### src/fba_pkg.sv
// Shared types and constants for the fit block allocator.
package fba_pkg;

    localparam logic CMD_LOAD  = 1'b0;
    localparam logic CMD_ALLOC = 1'b1;

    localparam logic [1:0] MODE_FIRST = 2'd0;
    localparam logic [1:0] MODE_BEST  = 2'd1;
    localparam logic [1:0] MODE_WORST = 2'd2;

    localparam logic REG_FIT_MODE      = 1'b0;
    localparam logic REG_BLOCKS_IN_USE = 1'b1;

    localparam int CFG_DATA_W = 7;
    localparam logic [6:0] BLOCKS_RESET = 7'd64;

    typedef struct packed {
        logic        command;
        logic [5:0]  block_index;
        logic [15:0] size;
    } in_item_t;

    typedef struct packed {
        logic        granted;
        logic [5:0]  chosen_block;
        logic [15:0] space_left;
    } out_item_t;

    typedef struct packed {
        logic take_item;
        logic load_write;
        logic scan_start;
        logic scan_step;
        logic commit;
    } ctrl_cmd_t;

    typedef struct packed {
        logic scan_last;
        logic scan_empty;
    } ctrl_status_t;

endpackage

### src/fba_controller.sv
// Sequencing state machine for load and allocate transactions.
module fba_controller
    import fba_pkg::*;
(
    input  logic         aclk,
    input  logic         aresetn,
    input  logic         s_valid,
    output logic         s_ready,
    input  logic         item_command,
    output logic         m_valid,
    input  logic         m_ready,
    output ctrl_cmd_t    cmd,
    input  ctrl_status_t status
);

    localparam logic [1:0] ST_IDLE  = 2'd0;
    localparam logic [1:0] ST_SCAN  = 2'd1;
    localparam logic [1:0] ST_DRAIN = 2'd2;
    localparam logic [1:0] ST_WRITE = 2'd3;

    logic [1:0] state_reg;
    logic [1:0] state_next;
    logic       m_valid_reg;
    logic       m_valid_next;
    logic       accept;
    logic       out_free;

    assign s_ready  = (state_reg == ST_IDLE);
    assign accept   = s_valid && s_ready;
    assign out_free = !m_valid_reg || m_ready;
    assign m_valid  = m_valid_reg;

    always_comb begin
        state_next     = state_reg;
        m_valid_next   = m_valid_reg && !m_ready;
        cmd            = '0;
        cmd.take_item  = accept;
        case (state_reg)
            ST_IDLE: begin
                if (accept) begin
                    if (item_command == CMD_LOAD) begin
                        cmd.load_write = 1'b1;
                    end else begin
                        cmd.scan_start = 1'b1;
                        state_next = status.scan_empty ? ST_WRITE : ST_SCAN;
                    end
                end
            end
            ST_SCAN: begin
                cmd.scan_step = 1'b1;
                if (status.scan_last) begin
                    state_next = ST_DRAIN;
                end
            end
            ST_DRAIN: begin
                state_next = ST_WRITE;
            end
            ST_WRITE: begin
                // The result register must be free before the write-back commits.
                if (out_free) begin
                    cmd.commit   = 1'b1;
                    m_valid_next = 1'b1;
                    state_next   = ST_IDLE;
                end
            end
            default: begin
                state_next = ST_IDLE;
            end
        endcase
    end

    always_ff @(posedge aclk) begin
        if (!aresetn) begin
            state_reg   <= ST_IDLE;
            m_valid_reg <= 1'b0;
        end else begin
            state_reg   <= state_next;
            m_valid_reg <= m_valid_next;
        end
    end

endmodule

### src/fba_datapath.sv
// Free-space memory, scan pointer, fit comparison and result register.
module fba_datapath
    import fba_pkg::*;
#(
    parameter int NUM_BLOCKS = 64,
    parameter int SIZE_BITS  = 16
) (
    input  logic                  aclk,
    input  logic                  aresetn,
    input  logic                  cfg_wr_en,
    input  logic                  cfg_index,
    input  logic [CFG_DATA_W-1:0] cfg_wdata,
    input  in_item_t              s_item,
    input  ctrl_cmd_t             cmd,
    output ctrl_status_t          status,
    output out_item_t             m_item
);

    localparam int IDX_W  = (NUM_BLOCKS > 1) ? $clog2(NUM_BLOCKS) : 1;
    localparam int AW_MAX = (IDX_W > 6) ? IDX_W : 6;
    localparam int SW_MAX = (SIZE_BITS > 16) ? SIZE_BITS : 16;
    localparam int CNT_W  = 9;
    localparam logic [CNT_W-1:0] NUM_BLOCKS_C = CNT_W'(NUM_BLOCKS);

    logic [SIZE_BITS-1:0] free_mem [NUM_BLOCKS];

    logic [1:0]           mode_reg;
    logic [6:0]           blocks_reg;
    logic [SIZE_BITS-1:0] req_reg;
    logic [IDX_W-1:0]     ptr_reg;
    logic [SIZE_BITS-1:0] rdata_reg;
    logic                 cmp_valid_reg;
    logic [IDX_W-1:0]     cmp_idx_reg;
    logic                 found_reg;
    logic [IDX_W-1:0]     pick_reg;
    logic [SIZE_BITS-1:0] best_reg;
    out_item_t            out_reg;

    logic [CNT_W-1:0]     count;
    logic [SW_MAX-1:0]    size_wide;
    logic [SIZE_BITS-1:0] size_in;
    logic [AW_MAX-1:0]    load_addr_wide;
    logic                 load_in_range;
    logic                 fits;
    logic                 better;
    logic                 take;
    logic [SIZE_BITS-1:0] remain;
    logic [SW_MAX-1:0]    remain_wide;
    logic [AW_MAX-1:0]    pick_wide;
    logic                 wr_en;
    logic [IDX_W-1:0]     wr_addr;
    logic [SIZE_BITS-1:0] wr_data;

    assign count = ({2'b00, blocks_reg} > NUM_BLOCKS_C) ? NUM_BLOCKS_C : {2'b00, blocks_reg};
    assign status.scan_empty = (count == '0);
    assign status.scan_last  = ((CNT_W'(ptr_reg) + CNT_W'(1)) == count);

    assign size_wide      = SW_MAX'(s_item.size);
    assign size_in        = size_wide[SIZE_BITS-1:0];
    assign load_addr_wide = AW_MAX'(s_item.block_index);
    assign load_in_range  = (CNT_W'(s_item.block_index) < NUM_BLOCKS_C);

    assign fits = (rdata_reg >= req_reg);
    always_comb begin
        case (mode_reg)
            MODE_BEST:  better = (rdata_reg < best_reg);
            MODE_WORST: better = (rdata_reg > best_reg);
            default:    better = 1'b0;
        endcase
    end
    assign take = cmp_valid_reg && fits && (!found_reg || better);

    assign remain      = best_reg - req_reg;
    assign remain_wide = SW_MAX'(remain);
    assign pick_wide   = AW_MAX'(pick_reg);

    // One write port serves both loads and the allocation write-back.
    assign wr_en   = (cmd.load_write && load_in_range) || (cmd.commit && found_reg);
    assign wr_addr = cmd.commit ? pick_reg : load_addr_wide[IDX_W-1:0];
    assign wr_data = cmd.commit ? remain : size_in;

    always_ff @(posedge aclk) begin
        if (wr_en) begin
            free_mem[wr_addr] <= wr_data;
        end
        if (cmd.scan_step) begin
            rdata_reg <= free_mem[ptr_reg];
        end
    end

    always_ff @(posedge aclk) begin
        if (!aresetn) begin
            mode_reg      <= MODE_FIRST;
            blocks_reg    <= BLOCKS_RESET;
            cmp_valid_reg <= 1'b0;
            found_reg     <= 1'b0;
            ptr_reg       <= '0;
        end else begin
            if (cfg_wr_en) begin
                case (cfg_index)
                    REG_FIT_MODE:      mode_reg   <= cfg_wdata[1:0];
                    REG_BLOCKS_IN_USE: blocks_reg <= cfg_wdata[6:0];
                    default: ;
                endcase
            end
            cmp_valid_reg <= cmd.scan_step;
            if (cmd.scan_start) begin
                ptr_reg   <= '0;
                found_reg <= 1'b0;
            end else begin
                if (cmd.scan_step) begin
                    ptr_reg <= ptr_reg + 1'b1;
                end
                if (take) begin
                    found_reg <= 1'b1;
                end
            end
        end
    end

    always_ff @(posedge aclk) begin
        if (cmd.take_item) begin
            req_reg <= size_in;
        end
        if (cmd.scan_step) begin
            cmp_idx_reg <= ptr_reg;
        end
        if (take) begin
            pick_reg <= cmp_idx_reg;
            best_reg <= rdata_reg;
        end
        if (cmd.commit) begin
            out_reg.granted      <= found_reg;
            out_reg.chosen_block <= found_reg ? pick_wide[5:0] : 6'd0;
            out_reg.space_left   <= found_reg ? remain_wide[15:0] : 16'd0;
        end
    end

    assign m_item = out_reg;

endmodule

### src/fit_block_allocator_unit.sv
// A load is written to the free-space memory as it is accepted; an allocate scans the blocks
// in use (blocks_in_use capped at NUM_BLOCKS; no scan when no block is in use), drains, and
// commits and raises m_valid once the output register is free. A new item is taken only in
// idle, after the write-back; the single read port of the memory scans one block per cycle.
// A new transaction is accepted while a finished result still waits in the output register.
// Reset (aresetn, synchronous, active low) sets first fit, 64 blocks in use and empties
// the pipeline; the free-space memory is not cleared and must be loaded before use.
module fit_block_allocator_unit
    import fba_pkg::*;
#(
    parameter int NUM_BLOCKS = 64,
    parameter int SIZE_BITS  = 16
) (
    input  logic                  aclk,
    input  logic                  aresetn,
    input  logic                  cfg_wr_en,
    input  logic                  cfg_index,
    input  logic [CFG_DATA_W-1:0] cfg_wdata,
    input  logic                  s_valid,
    output logic                  s_ready,
    input  in_item_t              s_item,
    output logic                  m_valid,
    input  logic                  m_ready,
    output out_item_t             m_item
);

    ctrl_cmd_t    cmd;
    ctrl_status_t status;

    fba_controller u_controller (
        .aclk         (aclk),
        .aresetn      (aresetn),
        .s_valid      (s_valid),
        .s_ready      (s_ready),
        .item_command (s_item.command),
        .m_valid      (m_valid),
        .m_ready      (m_ready),
        .cmd          (cmd),
        .status       (status)
    );

    fba_datapath #(
        .NUM_BLOCKS (NUM_BLOCKS),
        .SIZE_BITS  (SIZE_BITS)
    ) u_datapath (
        .aclk      (aclk),
        .aresetn   (aresetn),
        .cfg_wr_en (cfg_wr_en),
        .cfg_index (cfg_index),
        .cfg_wdata (cfg_wdata),
        .s_item    (s_item),
        .cmd       (cmd),
        .status    (status),
        .m_item    (m_item)
    );

endmodule
### config.mk
export PLATFORM = sky130hd
export DESIGN_NAME = fit_block_allocator_unit
export DESIGN_NICKNAME = d
export VERILOG_FILES = /design/src/fba_pkg.sv /design/src/fba_controller.sv /design/src/fba_datapath.sv /design/src/fit_block_allocator_unit.sv
export SDC_FILE = /design/constraint.sdc
export NUM_CORES = 1
export LEC_CHECK = 0
export ABC_AREA = 1
export ABC_CLOCK_PERIOD_IN_PS = 5350
export BUFFER_PORTS_ARGS = -buffer_cell sky130_fd_sc_hd__buf_2
export CAP_MARGIN = 15
export CORE_MARGIN = 1
export CORE_UTILIZATION = 45
export CTS_CLUSTER_DIAMETER = 80
export DETAILED_ROUTE_END_ITERATION = 7
export PLACE_DENSITY = 0.65
export SLEW_MARGIN = 10
export SYNTH_ARGS = -nofsm -noshare
export SYNTH_HDL_FRONTEND = slang
export SYNTH_HIERARCHICAL = 1
export SYNTH_SLANG_ARGS = --single-unit
### constraint.sdc
create_clock -name aclk -period 5.35 [get_ports aclk]
set_input_delay 0 -clock aclk [delete_from_list [all_inputs] [get_ports aclk]]
set_output_delay 0 -clock aclk [all_outputs]
set_load 0.005 [all_outputs]
# Word level (Yosys, flattened, before mapping)
# Memory sizes are Yosys's and may differ from the RTL's. A register that Yosys moved wholly into a read port is not among the register bits.
# Cells that the tools add are included.
# W data, S select, Z words.
# word_totals
reg_bits,87
ramBits,1024
memories,1
# op_classes
add_sub_neg,3
n_lt_le_gt_ge,4
eq_ne,10
n_mux,21
bitwise_logic,2
reduce_logical,17
# memory_table
memory,words,word_bits,rd,rd_clocked_by_memory_dff,wr,line_no,text
u_datapath.free_mem,64,16,1,1,1,fba_datapath.sv:25,logic [SIZE_BITS-1:0] free_mem [NUM_BLOCKS];
# op_table
cell,count
$ge A16 B16 Y1,1
$gt A16 B16 Y1,1
$lt A16 B16 Y1,1
$mux W16,1
$sub A16 B16 Y16,1
$mux W2,7
$eq A9 B9 Y1,1
$logic_not A9 Y1,1
$mux W1,9
$pmux W2 S4,1
$add A6 B1 Y7 const B,1
$gt A7 B7 Y1 const B,1
$mux W7,1
$add A6 B1 Y6 const B,1
$eq A2 B2 Y1 const B,3
$mux W6,1
$ne A2 B2 Y1 const B,3
$logic_and A1 B1 Y1,5
$eq A2 B1 Y1 const B,2
$reduce_and A2 Y1,2
$reduce_and A4 Y1,1
$logic_not A1 Y1,3
$logic_or A1 B1 Y1,3
$logic_not A2 Y1,1
other kinds (4),5

# Logic depth before layout (Yosys ltp)
# logic_depth
depth_word,8
depth_mapped,15

# Modules after synthesis
# Netlist, hierarchy kept.
# modules_own_cells
mod,n_inst,cells_each,area_each_um2,seq_area_each_um2
fba_datapath,1,3818,46380.7,33582.2
fba_controller,1,40,270.3,60.1

# Worst setup path before layout
# Ideal clock, no wire load.
# synth_timing
kind,register -> register
start,register u_controller.state_reg[0]
end,"memory u_datapath.free_mem[0][13], data pin"
setup_time_ns,0.702
arrival_time_ns,4.974
required_ns,4.648
slack_ns,-0.325
stages_incl_launch_ff,8
period_less_slack_ns,5.675
cell_sequence,dfxtp_1 ha_1 inv_1 a21oi_1 inv_2 clkbuf_1 clkbuf_1 o21ai_0
# synth_lines
item,line_no,text
start: declaration,fba_controller.sv:21,logic [1:0] state_reg;
start signal: assignment,fba_controller.sv:77,state_reg <= state_next;
end: declaration,fba_datapath.sv:25,

==> metrics.cfg <==
[global_route]
grt_max_degree = 236
grt_use_total_pct = 23.86
grt_pass1_wl_mm = 184.4
antenna_found_initial = 2
grt_pass1_vias = 29038
grt_overflow = 0

[critical_path]
crit_type = register to register
cp-startpoint = u_controller/state_reg[1]
cp-start-kind = register
critPathMaxFanout = 34
crit_path_end_kind = register
max_stage_delay_ps = 600
path_cells = ha_1 -> inv_1 -> a21oi_4 -> buf_4 -> inv_2 -> or2_0 -> o21ai_1 -> clkinv_1 -> nor2_2 -> nand3_2 -> nor2_1 -> buf_4
crit-reg2reg-launch = u_controller/state_reg[1]
critPathMostFrequentCell = buf_4
slowest_stage = nor2_1
arrival_ps = 4520
cp_data_required_time_ps = 5750

[synth]
synth_edf_count = 1107
yosysWarnings = 6
yosysMostFrequentCell = edfxtp_1
yosys.area.top_type = edfxtp_1
synth_commonest_cells = edfxtp_1 (1107), nor2_1 (829), o21ai_0 (569)
synth_area_per_cell_sq_um = 12.09
synth_ff_type = edfxtp_1
syn_inst = 3858
ys_ff_latch = 1127
ys_top_cells_by_area = edfxtp_1 (71%), nor2_1 (6.7%), o21ai_0 (6.1%)
synth.cell_area_sq_mm = 0.04665
synth-async-reset-ratio_pct = 0
synth_top_area_share_pct = 71.26
synth.net_count = 3950
synth_seq_area_share_pct = 72.11
synth.distinct_cells = 44

[place]
place_congestion = 0.9288
io_buffers = 60
place_ws_ps = 1344
dp_hpwl_mm = 73.56
place_area_sq_mm = 0.04880

[sta]
period_share_pct = 77.08
worst_slew_pin_slew_ps = 1162
slew_viol_final = 0
setup_viol = 0
setup_ws_ps = 1226
slew_headroom_pct = 22.53
period_needed_ps = 4124
fmax_ghz = 0.2425
hold_slack_ps = 49.84
final_hold_viol_count = 0
rsz0062_at_grt = no
final.setup_skew_ps = 34.09

[final_layout]
finish.utilization_pct = 51.71
nNetsFinal = 4074
antenna-diode-count = 0
regMostFlops = u_datapath/free_mem
stdcell_area_sq_mm = 0.05291
area_growth_pct = 13.41
layout-drive-gt1-share_pct = 9.840
largest_reg_flops = 1024

[hold_path]
hold_start = s_item[3]
min_path_type = primary input to register

[power_and_ir_drop]
p_switching_mw = 8.179
report.power.total_mw = 24.62
comb_power_share_pct = 25.3
netSwitchingFraction_pct = 33.23
p_int_mw = 16.44
ir_drop_v = 0.0003643
power_frac_seq_pct = 42.9
powerDensity_mw_per_mm2 = 465.3
leakage_nw = 18.27
p_clk_share_pct = 31.7

[route]
drc_errors = 0
drt_wl_total_mm = 125.3
ant_nets = 0
via_per_inst = 5.621
drt-wirelength-per-cell_microns = 23.03
dr.pass1.iters = 5
vias = 30597
drt-initial-drc-count = 3858

[floorplanning]
initial_utilization_pct = 45.59
die_h_microns = 324.0
io_pins = 61
row_count = 117
die_w_microns = 324.0
coreArea_sq_mm = 0.1023
die-area_sq_mm = 0.1050

[cts]
post_cts_resized = 0
cts_buffer_depth = 3
path_clk_slew_ps = 60
cts_sinks = 1127
cts_root_buffer = clkbuf_16
postCtsSetupBuffers = 0
cts_htree_levels = 3
clk_latency_ps = 690
cts_tree = done
cts-hold-fix-buffers = 46
cts_buffers = 110

[run]
maxCapViolations = 0

[run_status]
status = finished, final reports clean

cell type report:
cell class | instances | area [sq um]
Fill cell | 8534 | 49420
Sequential cell | 1127 | 33650
Tap cell | 1368 | 1712
Multi-Input combinational cell | 2365 | 11520
Timing Repair Buffer | 229 | 1809
Clock buffer | 130 | 2848
Clock inverter | 75 | 797.0
Inverter | 149 | 566.8
final timing paths:
kind / endpoint / slack (ps) / depth (start not counted)
worst max-delay path: u_datapath/free_mem[25][6] / 1230 / 12
worst min-delay path: u_datapath/req_reg[3] / 50 / 2
worst max register to register: u_datapath/free_mem[25][6] / 1230 / 12
worst min register to register: u_datapath/pick_reg[4] / 430 / 0
layer usage:
| layer | GRT usage (%) | share of wire, % | routed length (microns) | vias up |
|---|---|---|---|---|
| met3 | 3.740 | 8.5 | 10670 | 225 |
| li1 | - | - | - | 14017 |
| met5 | 0 | 0 | 0 | - |
| met1 | 33.68 | 42 | 52500 | 14995 |
| met4 | 9.654 | 3.7 | 4618 | 0 |
| met2 | 36.98 | 46 | 57540 | 1360 |
cells in the final DEF, fill, tap and decap left out, types with 55 or more instances in the layout:
cell,netlist,routed
nor2_1,829,828
ha_1,55,55
clkbuf_16,0,110
inv_1,141,138
o21ai_0,569,557
nand3_1,155,155
o211ai_1,131,131
buf_2,67,60
buf_4,23,113
nand2_1,408,404
edfxtp_1,1107,1107
a21oi_1,77,75
power groups by stage:
stage | Sequential, mW | Combinational [mW] | Clock, mW
6_report | 10.6 | 6.24 | 7.81
5_1_grt | 10.6 | 6.75 | 8.26
4_1_cts | 10.6 | 6.16 | 7.92
3_5_place_dp | 10.7 | 6.11 | 0
3_3_place_gp | 10.7 | 6.02 | 0
2_1_floorplan | 10.7 | 3.88 | 0
cells by family (layout without fill, tap and decap cells):
logic type,count (synthesis),in the layout,synth area share [%]
fa+ha+maj,56,56,1.518
flops,1127,1127,72.11
mux,2,2,0.04291
compound gates,845,845,9.972
buf+inv,366,583,3.648
simple gates,1443,1443,12.35
xor+xnor,19,19,0.3567
stage by stage:
stage	setup TNS, ps	instances
after floorplan	-103630	3858
after global placement	0	5192
after detailed placement	0	5192
after CTS	0	5443
after global routing	0	5443
final	0	5443
worst max-delay path, delay by kind of cell, from the launching register on:
kind                     cells  cell delay [ps]
flip-flops                   1              360
AND/OR/NAND/NOR              4             1460
buffers and inverters        5             1400
AO/OA/AOI/OAI                2              380
adder cells (fa/ha/maj)      1              190
Note: power is estimated with default switching activity, not from simulation.
